## src/hdl/sta_pkg.sv

```systemverilog
// Shared constants for the strided tensor address generator.
package sta_pkg;
    localparam int REG_DIMS      = 4;
    localparam int EXT_W         = 16;
    localparam int STEP_W        = 24;
    localparam int OFF_W         = 32;
    localparam int IN_W          = 24;
    localparam int CFG_IDX_W     = 3;
    localparam int CFG_DATA_W    = 24;
    localparam int DIV_BITS      = 4;
    localparam int DEF_MAX_DIMS  = 4;
    localparam int DEF_INDEX_BITS = 24;

    localparam logic [CFG_IDX_W-1:0] CFG_EXTENT_0 = 3'd0;
    localparam logic [CFG_IDX_W-1:0] CFG_STEP_0   = 3'd4;
endpackage

```

## src/hdl/sta_mac.sv

```systemverilog
// Digit times stride products, then the offset sum into the output register.
module sta_mac #(
    parameter int ND = sta_pkg::DEF_MAX_DIMS
) (
    input  logic                       i_clk,
    input  logic                       i_rst_n,
    input  logic                       i_en,
    input  logic                       i_valid,
    input  logic [ND*sta_pkg::EXT_W-1:0] i_digits,
    input  logic [sta_pkg::STEP_W-1:0] i_step [sta_pkg::REG_DIMS],
    output logic                       o_valid,
    output logic [sta_pkg::OFF_W-1:0]  o_sum
);
    localparam int EW = sta_pkg::EXT_W;
    localparam int OW = sta_pkg::OFF_W;
    localparam int PW = sta_pkg::EXT_W + sta_pkg::STEP_W;

    logic          r_pvld;
    logic [OW-1:0] r_prod [ND];
    logic [PW-1:0] n_prod [ND];
    logic          r_svld;
    logic [OW-1:0] r_sum;
    logic [OW-1:0] n_sum;

    always_comb begin
        for (int d = 0; d < ND; d++) begin
            n_prod[d] = PW'(i_digits[d*EW +: EW]) * PW'(i_step[d]);
        end
        n_sum = '0;
        for (int d = 0; d < ND; d++) begin
            n_sum = n_sum + r_prod[d];
        end
    end

    always_ff @(posedge i_clk) begin
        if (!i_rst_n) begin
            r_pvld <= 1'b0;
            r_svld <= 1'b0;
        end else if (i_en) begin
            r_pvld <= i_valid;
            r_svld <= r_pvld;
        end
        if (i_en) begin
            for (int d = 0; d < ND; d++) begin
                r_prod[d] <= n_prod[d][OW-1:0];
            end
            r_sum <= n_sum;
        end
    end

    assign o_valid = r_svld;
    assign o_sum   = r_sum;
endmodule

```

## config.mk

```make
export PLATFORM = sky130hd
export DESIGN_NAME = sta_mac
export DESIGN_NICKNAME = d
export VERILOG_FILES = /design/src/hdl/sta_pkg.sv /design/src/hdl/sta_mac.sv
export SDC_FILE = /design/constraint.sdc
export NUM_CORES = 2
export LEC_CHECK = 0
export BUFFER_PORTS_ARGS = -buffer_cell sky130_fd_sc_hd__buf_2
export CORE_MARGIN = 8
export CORE_UTILIZATION = 60
export DETAILED_ROUTE_END_ITERATION = 8
export PLACE_DENSITY_LB_ADDON = 0.3
export REMOVE_ABC_BUFFERS = 1
export SYNTH_ARGS = -nofsm -noshare
export SYNTH_HDL_FRONTEND = slang
export SYNTH_SLANG_ARGS = --single-unit
```

## constraint.sdc

```tcl
create_clock -name i_clk -period 7.24 [get_ports i_clk]
set_input_delay 0.362 -clock i_clk [delete_from_list [all_inputs] [get_ports i_clk]]
set_output_delay 0.362 -clock i_clk [all_outputs]
set_load 0.1 [all_outputs]
```

== Word level (Yosys, flattened, before mapping) ==
Memory sizes are Yosys's and may differ from the RTL's.
Index checks and enable logic that the tools add are counted.
Operators by class
  add/sub/neg operators: 3
  order comparisons: 0
  $mul: 4
  reduce and logical (&&, ||, !) cells: 0
  bitwise operators: 0
  shift-type cells: 0
  equality and inequality tests: 0
  div/mod/pow operators: 0
  mux-type cells: 2
Operator list (count)
  16-bit by 24-bit multiplier with 32-bit output: 4
  32-bit adder: 3
  1-bit 2-to-1 mux: 2
Storage, ports and cells
  bits in registers: 34
  RAM bits: 128
  output and inout port bits: 33
  bits of input ports: 164
  bits in latches: 0
  ROM bits: 0
  memories: 1
  logic and storage cells: 13
Memories
  r_prod: depth 4, width 32, rd ports 4, clocked after Yosys merged registers in 0, write ports 4, line sta_mac.sv:19  | logic [OW-1:0] r_prod [ND];

== Logic depth before layout (Yosys ltp) ==
  depth in word-level cells: 3
  gate-level depth with buffers: 25
  depth with buffers taken out: 22

== Least setup slack after synthesis ==
OpenSTA, ideal clock, no wires.
  kind: input -> register
  from: in i_digits[28] (netlist name)
  to: mem r_prod[1][31] (netlist name), data pin
  cell stages on the path: 22
  data required time: 6.980 ns
  library setup time: 0.260 ns
  path slack: 0.969 ns
  arrival: 6.011 ns
  path buffers: 2
  path through: clkbuf_1 clkbuf_1 nand2_1 fa_1 inv_1 fa_1 fa_1 fa_1 fa_1 inv_1 fa_1 inv_1 ha_1 a21o_1 a21o_1 a2111oi_4 o21ai_2 a22o_1 a2111oi_2 o21bai_1 a21oi_1 xnor2_1
RTL lines
  start, declared: line sta_mac.sv:9  | input logic [ND*sta_pkg::EXT_W-1:0] i_digits,
  end, declared: line sta_mac.sv:19

==> metrics.md <==
| Metric | Value |
|---|---|
| Outcome | finished clean |
| Final period util | 88.85% |
| Initial DRC count | 2,613 |
| Layout area overhead | 4.406% |
| Setup ws final | 0.8075 ns |
| Synth area leaders | fa_1, edfxtp_1, inv_1, ha_1, and2_1 |
| Clock transition at path regs | 0.08 ns |
| # fillers | 6,882 |
| Largest net degree at the start of global routing | 102 |
| YS warnings | 0 |
| Area leader, netlist | fa_1 |
| Placement Cell Area | 51,870 µm² |
| Initial antenna violation count | 6 |
| Worst Path Max Fanout | 24 |
| Post-synthesis async set-or-reset flop share | 0% |
| Post-cts hold buffer count | 0 |
| Fin Clk Skew | 0.01588 ns |
| Height of the die | 305.4 µm |
| Die area | 93,240 µm² |
| Place WS | 0.3932 ns |
| Gr ovfl total | 0 |
| HP Class | input port to flip-flop |
| CP arrival | 6.60 ns |
| Antenna viol nets, final | 0 |
| Slowest-stage cell, CP | fa_1 |
| Synth cell count leaders | inv_1, fa_1, nand2_1, and2_1, ha_1 |
| Wire length per cell | 19.12 µm |
| HPWL reported at the end of detailed placement | 99.34 mm |
| Postcts setup bufs | 0 |
| Routed WL | 123.5 mm |
| Bufs on Longest Clock Path | 2 |
| First-pass GRT wire length | 206.5 mm |
| Clk_lat worst skew | 0.44 ns |
| Gates resized, CTS repair | 0 |
| DRC errors left | 0 |
| First-pass iteration count of the detailed router | 6 |
| Finished Cell Area | 52,450 µm² |
| Fmax | 0.1555 GHz |
| Num CTS Buffers | 17 |
| Most used DFF post-synth | edfxtp_1 |
| I/O Pins | 197 |
| Synth top area share | 47.10% |
| Startpoint types | input port |
| DR vias | 36,182 |
| Final count of hold timing violations | 0 |
| I/O Buffers | 196 |
| Post-Layout Cell Count | 6,460 |
| Clock sink count | 162 |
| CP Cell Sequence | buf_2 > nand2_1 > fa_1 > fa_1 > fa_1 > fa_1 > inv_1 > fa_1 > fa_1 > ha_1 > nand2_1 > nor4b_1 > a22o_1 > a21oi_2 > o31ai_1 > a41oi_2 > o21ai_1 > or4b_1 > nand3_1 |
| #FFs+latches synth | 162 |
| RSZ-0062 raised after global routing | no |
| Total Routing Usage GR | 27.50% |
| Most frequent cell after synthesis | inv_1 |
| Max cap viols | 0 |
| Row cnt | 106 |
| Share of cells above drive strength 1 | 4.704% |
| TNS Setup | 0 ns |
| DR vias/cell | 5.601 |
| Initial Util | 60.32% |
| Synth cell types | 70 |
| Placer Congestion | 0.8880 |
| Fin nets | 7,050 |
| Worst-margin pin slew | 1.010 ns |
| Final Max Tran Viols | 0 |
| Inst Count DP | 6,426 |
| Synth Instances | 5,350 |
| Crit-path max cell delay | 0.58 ns |
| CTS tree | done |
| Rel. slew slack | 32.68% |
| Register area share after synthesis | 9.644% |
| Synth Cell Area | 50,240 µm² |
| Fin crit period | 6.432 ns |
| Horiz. Die Dim | 305.4 µm |
| # setup viols final | 0 |
| Critical Path RT | 7.41 ns |
| Most used cell, CP | fa_1 |
| Core area | 83,290 µm² |
| Clk root buf | clkbuf_16 |
| Vias in the first global route | 40,058 |
| Post-synth EDFFs | 160 |
| H-tree Lvls | 4 |
| WS Path Type | input port to flip-flop |
| Avg Cell Area, Syn | 9.390 µm² |
| Crit. End Element | flip-flop |
worst max-delay path: cells and delay by family:
family | cells | cell delay, ns
buffers and inverters | 2 | 0.55
adder cells (fa/ha/maj) | 7 | 3.37
AO/OA/AOI/OAI | 5 | 1.49
AND/OR/NAND/NOR | 5 | 0.81
final timing paths:
| kind | start | to | slack [ns] | depth (start not counted) |
|---|---|---|---|---|
| hold / removal | i_rst_n | o_valid | 0.15 | 2 |
| setup reg to reg | r_prod[0][1] | o_sum[29] | 2.63 | 14 |
| setup / recovery | i_digits[3] | r_prod[0][30] | 0.81 | 19 |
| hold reg to reg | o_valid | o_valid | 0.52 | 2 |
registers in the layout, summed over array words and instances (netlist names):
name and count:
o_valid 1, o_sum 32, r_prod 128, r_pvld 1
per-stage QoR:
step,utilization (%),hold slack (ns)
after global placement,62.28,0.4992
after global routing,62.97,0.1691
after CTS,62.97,0.1413
after floorplan,-,0.4745
after detailed placement,62.28,0.5163
final,62.97,0.1489
logic make-up (layout without fill, tap and decap cells):
group	count (synthesis)	in the layout	synth area share, %
AOI/OAI and AO/OA	349	349	4.613
xor gates and xnor gates	198	198	3.452
adders and majority gates	1521	1521	55.55
buffers and inverters	1454	1482	10.86
DFF	162	162	9.644
muxes	3	3	0.05978
other	0	2	0
and+or+nand+nor	1663	1663	15.82
final cells by class:
cell class	instances	area [µm²]	area share, %
clock inverter	14	142.6	0.2719
tap	1080	1351	2.576
inverter	1241	4658	8.881
timing repair buffer	209	1085	2.068
multi-input combinational	3734	39930	76.14
clock buffer	18	429.2	0.8182
sequential	162	4845	9.237
antenna	2	5.005	0.009542
metal layers:
metal  global-route usage [%]  vias to the layer above  routed length, µm
met5                        0                        -                 11
met3                    4.023                      290               9242
met2                    47.30                     1362              62330
met1                    36.02                    18766              47960
met4                    8.774                        4               3960
li1                         -                    15760                  -
cells in the final DEF, fill, tap and decap left out, types with 11 or more instances in the layout:
master        n
o21ai_1      15
nand2b_1     13
a211oi_1     13
nor3_1       16
buf_4        13
a21o_1       64
o21a_1       17
buf_2       195
inv_1      1241
fa_1       1182
nor2b_1      14
o21bai_1     16
nand3_1      23
ha_1        339
a21oi_1     110
edfxtp_1    160
clkbuf_16    17
nor2_1       61
o21ai_0      40
and2_1      578
xnor2_1     153
xor2_1       45
nand2_1     911
and3_1       11
Power is not shown: default switching activity piles up to over one toggle a cycle in this logic, so the estimate is an artifact.
