File: src/hdl/sta_pkg.sv
// Shared constants for the strided tensor address generator.
package sta_pkg;
    localparam int REG_DIMS      = 4;
    localparam int EXT_W         = 16;
    localparam int STEP_W        = 24;
    localparam int OFF_W         = 32;
    localparam int IN_W          = 24;
    localparam int CFG_IDX_W     = 3;
    localparam int CFG_DATA_W    = 24;
    localparam int DIV_BITS      = 4;
    localparam int DEF_MAX_DIMS  = 4;
    localparam int DEF_INDEX_BITS = 24;

    localparam logic [CFG_IDX_W-1:0] CFG_EXTENT_0 = 3'd0;
    localparam logic [CFG_IDX_W-1:0] CFG_STEP_0   = 3'd4;
endpackage

File: src/hdl/sta_divmod.sv
// Pipelined restoring divider: quotient and remainder, DIV_BITS quotient bits per stage.
module sta_divmod #(
    parameter int IW = sta_pkg::DEF_INDEX_BITS,
    parameter int SW = 1
) (
    input  logic                      i_clk,
    input  logic                      i_rst_n,
    input  logic                      i_en,
    input  logic                      i_valid,
    input  logic [IW-1:0]             i_num,
    input  logic [sta_pkg::EXT_W-1:0] i_den,
    input  logic [SW-1:0]             i_side,
    output logic                      o_valid,
    output logic [IW-1:0]             o_quo,
    output logic [sta_pkg::EXT_W-1:0] o_rem,
    output logic [SW-1:0]             o_side
);
    localparam int EW   = sta_pkg::EXT_W;
    localparam int DB   = sta_pkg::DIV_BITS;
    localparam int NSTG = (IW + DB - 1) / DB;

    logic          r_vld  [NSTG];
    logic [IW-1:0] r_num  [NSTG];
    logic [EW-1:0] r_rem  [NSTG];
    logic [SW-1:0] r_side [NSTG];
    logic [IW-1:0] n_num  [NSTG];
    logic [EW-1:0] n_rem  [NSTG];

    genvar s;
    generate
        for (s = 0; s < NSTG; s++) begin : g_stg
            logic          a_vld;
            logic [IW-1:0] a_num;
            logic [EW-1:0] a_rem;
            logic [SW-1:0] a_side;

            if (s == 0) begin : g_first
                assign a_vld  = i_valid;
                assign a_num  = i_num;
                assign a_rem  = '0;
                assign a_side = i_side;
            end else begin : g_next
                assign a_vld  = r_vld[s-1];
                assign a_num  = r_num[s-1];
                assign a_rem  = r_rem[s-1];
                assign a_side = r_side[s-1];
            end

            always_comb begin
                logic [IW-1:0] num;
                logic [EW-1:0] rem;
                logic [EW:0]   t;
                num = a_num;
                rem = a_rem;
                t   = '0;
                for (int j = 0; j < DB; j++) begin
                    if (s * DB + j < IW) begin
                        t   = {rem, num[IW-1]};
                        num = {num[IW-2:0], 1'b0};
                        if (t >= {1'b0, i_den}) begin
                            t      = t - {1'b0, i_den};
                            num[0] = 1'b1;
                        end
                        rem = t[EW-1:0];
                    end
                end
                n_num[s] = num;
                n_rem[s] = rem;
            end

            always_ff @(posedge i_clk) begin
                if (!i_rst_n) begin
                    r_vld[s] <= 1'b0;
                end else if (i_en) begin
                    r_vld[s] <= a_vld;
                end
                if (i_en) begin
                    r_num[s]  <= n_num[s];
                    r_rem[s]  <= n_rem[s];
                    r_side[s] <= a_side;
                end
            end
        end
    endgenerate

    assign o_valid = r_vld[NSTG-1];
    assign o_quo   = r_num[NSTG-1];
    assign o_rem   = r_rem[NSTG-1];
    assign o_side  = r_side[NSTG-1];
endmodule

File: config.mk
export PLATFORM = sky130hd
export DESIGN_NAME = sta_divmod
export DESIGN_NICKNAME = d
export VERILOG_FILES = /design/src/hdl/sta_pkg.sv /design/src/hdl/sta_divmod.sv
export SDC_FILE = /design/constraint.sdc
export NUM_CORES = 1
export LEC_CHECK = 0
export BUFFER_PORTS_ARGS = -buffer_cell sky130_fd_sc_hd__buf_2
export CAP_MARGIN = 20
export CORE_MARGIN = 3
export CORE_UTILIZATION = 55
export DETAILED_ROUTE_END_ITERATION = 16
export GPL_ROUTABILITY_DRIVEN = 0
export PLACE_DENSITY = 0.7
export SETUP_SLACK_MARGIN = 0.05
export SYNTH_ARGS = -nofsm -noshare
export SYNTH_HDL_FRONTEND = slang
export SYNTH_SLANG_ARGS = --single-unit
File: constraint.sdc
create_clock -name i_clk -period 13.4 [get_ports i_clk]
set_input_delay 1.34 -clock i_clk [delete_from_list [all_inputs] [get_ports i_clk]]
set_output_delay 1.34 -clock i_clk [all_outputs]
set_load 0.01 [all_outputs]
# ---- After elaboration in Yosys (flattened, before gate mapping)
# Memories as Yosys holds them, arrays and structs flattened.
# Index checks and enable logic that the tools add are counted.
dict set report word_totals {
  n_memories 4
  out_inout_bits 42
  ramBits 252
  inputBits 45
  ff_bits 0
  elab_cells 117
}
dict set report classes {
  add_sub_neg 24
  bitwise_logic 6
  magnitude_cmp 24
  mux 59
}
# memory words width read_ports rd_clocked_by_memory_dff write_ports line
set memory_table {}
lappend memory_table {r_num 6 24 6 0 6 sta_divmod.sv:23} ;# logic [IW-1:0] r_num [NSTG];
lappend memory_table {r_rem 6 16 6 0 6 sta_divmod.sv:24} ;# logic [EW-1:0] r_rem [NSTG];
lappend memory_table {r_side 6 1 6 0 6 sta_divmod.sv:25} ;# logic [SW-1:0] r_side [NSTG];
lappend memory_table {r_vld 6 1 6 0 6 sta_divmod.sv:22} ;# logic r_vld [NSTG];
# operator n
set ops {}
lappend ops {{$ge A17 B16 Y1} 23}
lappend ops {{$mux W16} 24}
lappend ops {{$sub A16 B16 Y16} 23}
lappend ops {{$mux W1} 35}
lappend ops {{$ge A1 B16 Y1} 1}
lappend ops {{$sub A1 B16 Y16} 1}
lappend ops {{$or A1 B1 Y1} 6}

# ---- Longest topological paths before layout
# Gate-level depths: netlist of run 1.
# An unclocked memory read counts as a cell.
dict set report depth {
  ltp_word 9
  depth_mapped 51
  ltp_nobuf 45
}

# ---- Worst setup path before layout of run 1
# OpenSTA, ideal clock, no wires.
dict set report synth_path {
  kind {in2reg}
  startpoint {input i_den[1] in the netlist's numbering}
  endpoint {memory r_rem[2][10] in the netlist's numbering (data pin)}
  slack_ns 1.031
  t_required_ns 13.140
  stages 47
  path_buffers 6
  arrival_ns 12.109
  path_cell_list {inv_1 > ha_1 > nor2b_1 > o31a_1 > o21ai_0 > a21oi_1 > or2_1 > clkbuf_1 > clkbuf_1 > clkbuf_1 > o21ai_0 > inv_1 > ha_1 > nor2b_1 > o21a_1 > o21ai_0 > a211oi_1 > nor4_1 > (+11 left out) > o21a_1 > o41ai_1 > o211ai_1 > clkbuf_1 > a21oi_1 > ha_1 > nor2b_1 > o21ai_0 > a21boi_0 > o211ai_1 > a21oi_1 > a2111oi_0 > o21bai_1 > a21o_1 > a211o_1 > a21oi_4 > buf_4 > mux2_2}
}
# element line
set synth_rtl {}
lappend synth_rtl {{from (decl)} sta_divmod.sv:11} ;# input logic [sta_pkg::EXT_W-1:0] i_den,
lappend synth_rtl {{to (decl)} sta_divmod.sv:24}

==> results of run 1 <==
==> per-layer routing <==
metal | track usage | routed length [µm]
met5 | 0 | 0
met4 | 0.1156 | 3668
met3 | 0.03741 | 4557
met2 | 0.4727 | 35890
met1 | 0.3532 | 32360
==> placed cells by master, fill, tap and decap left out, drive strengths merged, types with 15 or more instances in the layout <==
master / netlist / layout
edfxtp: 251 / 251
a211oi: 21 / 21
mux2i: 37 / 37
a31oi: 28 / 28
o21ai: 196 / 196
nand3: 38 / 38
nor2b: 53 / 53
xor2: 84 / 84
inv: 171 / 174
mux2: 198 / 198
nor4: 21 / 21
o31ai: 22 / 22
o211ai: 16 / 16
xnor2: 189 / 189
nor2: 180 / 180
o21a: 63 / 63
nand2: 182 / 182
fa: 23 / 23
nand2b: 46 / 46
o21bai: 45 / 45
o31a: 15 / 15
a21o: 118 / 118
or3: 19 / 19
nor3: 50 / 50
nand4: 62 / 62
a21boi: 17 / 17
clkbuf: 24 / 34
a21oi: 249 / 249
ha: 370 / 370
buf: 25 / 144
and3: 29 / 29
==> flip-flops by register name, summed over array words and instances (netlist names) <==
name / flops
r_num: 144
r_rem: 96
r_side: 6
r_vld: 6
==> worst max-delay path: cells and delay by family <==
kind / cells / cell delay, ps
buf+inv: 6 / 1490
compound gates: 24 / 6570
mux: 2 / 690
fa+ha+maj: 4 / 1220
simple gates: 7 / 1370
==> path summary, 6_finish.rpt <==
check / to / slack (ps) / cells after the start
worst min-delay path: r_num[2][18] / 400 / 0
worst max-delay path: r_rem[1][5] / 1020 / 43
worst max register to register: r_rem[2][15] / 1890 / 39
worst min register to register: r_num[2][18] / 400 / 0
==> final cells by class <==
| cell class | instances | area [µm²] |
|---|---|---|
| fill | 4292 | 19780 |
| timing repair buffer | 144 | 920.9 |
| inverter | 172 | 648.1 |
| clock buffer | 34 | 754.5 |
| multi-input combinational | 2532 | 19710 |
| clock inverter | 17 | 160.2 |
| tap | 672 | 840.8 |
| sequential | 252 | 7557 |
==> stage by stage <==
step / instances / worst slack [ps] / area, µm² / hold WS, ps
floorplan: 3005 / 1031 / 28130 / 400.3
global placement: 3771 / 798.3 / 29660 / 400.9
detailed placement: 3771 / 603.4 / 29660 / 404.5
CTS: 3822 / 1170 / 30580 / 400.8
global route: 3823 / 140.8 / 30590 / 418.0
finish: 3823 / 1019 / 30590 / 402.6
==> logic make-up (layout without fill, tap and decap cells) <==
kind of cell | Yosys count | count (layout)
multiplexers | 235 | 235
XOR/XNOR | 273 | 273
AO/OA/AOI/OAI | 888 | 888
flip-flops | 252 | 252
AND/OR/NAND/NOR | 743 | 743
adder cells (fa/ha/maj) | 393 | 393
buffers and inverters | 221 | 367
==> what timing repair did <==
item,CTS,global route
endpoints found under the setup margin,0,15
gates resized for setup,0,1
hold buffers,0,0
endpoints found under the hold margin,0,0
setup buffers,0,0
==> out/metrics.yaml, run 1 <==
synth_common_cells: "370 x ha_1, 251 x edfxtp_1, 247 x a21oi_1, 191 x o21ai_0"
die_area_mm2: 0.05390
synth-seq-area-share: 0.2686
tns_ps: 0
core_mm2: 0.05038
min_period_ps: 12380
grt_pass1_wl_mm: 121.2
fin_skew_ps: 23.75
synth-adder-area-share: 0.1809
grt.overflow.total: 0
async_flop_share: 0
vias: 23940
pin_count: 87
max_stage_delay_ps: 780
yosysTopAreaCellShare: 0.2679
hold_viol_final: 0
cts_tree: "done"
synth_top_family_by_area: "compound AO/OA/AOI/OAI gates"
drt-total-wl_mm: 76.48
synth_xor_area_frac: 0.08499
syn_area_mm2: 0.02813
timing.rr.start: "r_rem[1][10]"
cts_num_sinks: 252
fmax_mhz: 80.77
worstPathArrival_ps: 12700
synth_edf_count: 251
synth_simple_gate_area_frac: 0.1336
max-cap-violations: 0
wl_per_cell_um: 20.00
status: "finished clean"
slew_viol_final: 0
diodes: 0
numCtsBuffers: 29
die_h_um: 232.2
cts.path.max_buffers: 3
netlist_instances: 3005
worst_pin_slew_ps: 1025
synthToLayoutAreaGrowth_pct: 8.739
rows: 82
antenna_found_initial: 0
port_buffers: 86
post-dp-hpwl_mm: 58.52
yosysTopAreaCell: "edfxtp_1"
grt_pass1_vias: 23530
fin_util: 0.6073
synth_nets: 3443
h-tree-depth: 1
grt_max_degree: 77
initial_core_util: 0.5585
syn_area_per_cell_um2: 9.362
drt-initial-drc-count: 1593
cp-end-kind: "flip-flop"
drt_pass1_iterations: 6
timing.critical_path.from: "i_den[2]"
period_share: 0.9239
timing.max_slew.rel_slack: 0.3152
synth_compound_area_frac: 0.2071
viasPerCell: 6.263
drc: 0
min_from: "r_num[1][14]"
crit_top_cell: "o21ai_0"
ys_ff_latch: 252
die_width_um: 232.2
cp_max_fo: 23
cts-root-buf: "clkbuf_16"
start_kind: "input port"
ant_nets: 0
grtUsageTotal: 0.2773
synthMostInstantiatedCell: "ha_1"
synth_area_leaders: "edfxtp_1 27%, ha_1 16%, mux2_2 7.6%, xnor2_1 5.9%, a21oi_1 4.4%"
hold_path_class: "reg2reg"
clk_pin_slew_ps: 60
clkLatencyLatePin_ps: 590
rsz0062_at_grt: "no"
required_ps: 13720
synth_mux_area_frac: 0.09335
fin_nets: 3569
yosys_warnings: 0
synth.distinct_cells: 99
setup_viol: 0
synth_ff_type: "edfxtp_1"
cpMaxStageDelayCell: "a31oi_2"
path_class: "in2reg"
drive_gt1_frac: 0.1374
Power of run 1 is not shown: default switching activity piles up to over one toggle a cycle in this logic, so the estimate is an artifact.
==> run 2: changes to the inputs <==
--- a/config.mk
+++ b/config.mk
@@ -7,11 +7,14 @@
 export LEC_CHECK = 0
 export BUFFER_PORTS_ARGS = -buffer_cell sky130_fd_sc_hd__buf_2
 export CAP_MARGIN = 20
+export CELL_PAD_IN_SITES_DETAIL_PLACEMENT = 2
+export CELL_PAD_IN_SITES_GLOBAL_PLACEMENT = 2
+export CORE_ASPECT_RATIO = 0.6
 export CORE_MARGIN = 3
-export CORE_UTILIZATION = 55
+export CORE_UTILIZATION = 42
 export DETAILED_ROUTE_END_ITERATION = 16
 export GPL_ROUTABILITY_DRIVEN = 0
-export PLACE_DENSITY = 0.7
+export PLACE_DENSITY = 0.81
 export SETUP_SLACK_MARGIN = 0.05
 export SYNTH_ARGS = -nofsm -noshare
 export SYNTH_HDL_FRONTEND = slang
==> out/metrics.yaml, run 2 (same netlist as run 1, synthesis figures left out) <==
wl_per_cell_um: 28.02
wl_met3_mm: 6.965
wl_met1_mm: 54.98
rsz0062_at_grt: "no"
cts-root-buf: "clkbuf_16"
start_kind: "input port"
top_regs: "r_num (144), r_rem (96)"
clk_pin_slew_ps: 70
seq_area_mm2: 0.007557
drt-total-wl_mm: 113.6
status: "finished clean"
initial_core_util: 0.4307
drt-initial-drc-count: 2010
drt_pass1_iterations: 5
path_class: "in2reg"
cp_max_fo: 20
worst_pin_slew_ps: 1016
wl_met2_mm: 49.11
slew_viol_final: 0
post-dp-hpwl_mm: 89.30
fin_nets: 3585
required_ps: 13770
place_ws_ps: 144.6
num-fill-cells: 7056
fin_util: 0.4742
hold_path_class: "reg2reg"
grt_pass1_wl_mm: 173.3
crit_top_cell: "o21ai_0"
drive_gt1_frac: 0.1421
dr.max_layer_used: "met4"
cpMaxStageDelayCell: "o21ai_0"
setup_slack_ps: 705.0
mostFrequentLayoutCell: "ha_1"
fmax_mhz: 78.77
grt.overflow.total: 0
rows: 72
worstPathArrival_ps: 13060
h-tree-depth: 1
antenna_found_initial: 1
crit_family: "compound AO/OA/AOI/OAI gates"
tns_ps: 0
cts.path.max_buffers: 3
cts_num_sinks: 252
pin_count: 87
core_mm2: 0.06531
diodes: 0
cts_tree: "done"
viasPerCell: 6.344
layout_common_cells: "370 x ha_1, 251 x edfxtp_1, 245 x a21oi_1"
ant_nets: 0
timing.max_slew.rel_slack: 0.3204
max-cap-violations: 0
die_h_um: 206.5
cp-end-kind: "flip-flop"
min_period_ps: 12690
die_area_mm2: 0.07023
grt_pass1_vias: 27480
vias: 25720
die_width_um: 340.1
clkLatencyLatePin_ps: 620
regMostFlops: "r_num"
cp.buffers_inverters: 8
period_share: 0.9474
setup_viol: 0
synthToLayoutAreaGrowth_pct: 10.10
max_stage_delay_ps: 530
largest_reg_flops: 144
port_buffers: 86
grtUsageTotal: 0.3177
multi_input_area_mm2: 0.01974
fin_skew_ps: 26.43
drc: 0
hold_viol_final: 0
grt_max_degree: 92
numCtsBuffers: 29
[run 2: cell count changes in the layout (fill, tap and decap cells not counted), sizes merged]
cell | before | now
buf | 144 | 160
clkinv | 7 | 15
clkinvlp | 6 | 1
inv | 174 | 171
clkbuf | 34 | 33
[run 2: routing by layer]
metal  vias up  GRT usage
li1      11610          -
met2       752     0.4967
met3       149    0.04309
met5         -          0
met4         0    0.06612
met1     13210     0.4671
[run 2: path summary, 6_finish.rpt]
path	from	end	slack (ps)	cells after the start
max	i_den[11]	r_rem[3][3]	710	43
min	r_num[2][14]	r_num[3][18]	420	0
max reg2reg	r_rem[2][7]	r_rem[3][3]	1630	40
min reg2reg	r_num[2][14]	r_num[3][18]	420	0
[run 2: area by class of cell]
class / count / area share
Timing Repair Buffer: 160 / 0.03337
Clock buffer: 33 / 0.02391
Sequential cell: 252 / 0.2440
Inverter: 172 / 0.02093
Tap cell: 888 / 0.03587
Multi-Input combinational cell: 2532 / 0.6372
Clock inverter: 17 / 0.004767
[run 2: per-stage QoR]
stage | instance area, µm² | cells | hold WS (ps)
after global routing | 30970 | 4054 | 424.6
final | 30970 | 4054 | 416.1
after CTS | 30910 | 4052 | 418.3
after global placement | 30030 | 4002 | 400.4
after detailed placement | 30030 | 4002 | 405.2
after floorplan | 28130 | 3005 | 400.3
[run 2: what timing repair did]
action                                  CTS  global route
endpoints found under the setup margin    0            64
hold buffers                              0             0
buffers inserted                          0             2
resized for setup                         0             9
Power of run 2 is left out for the same reason.
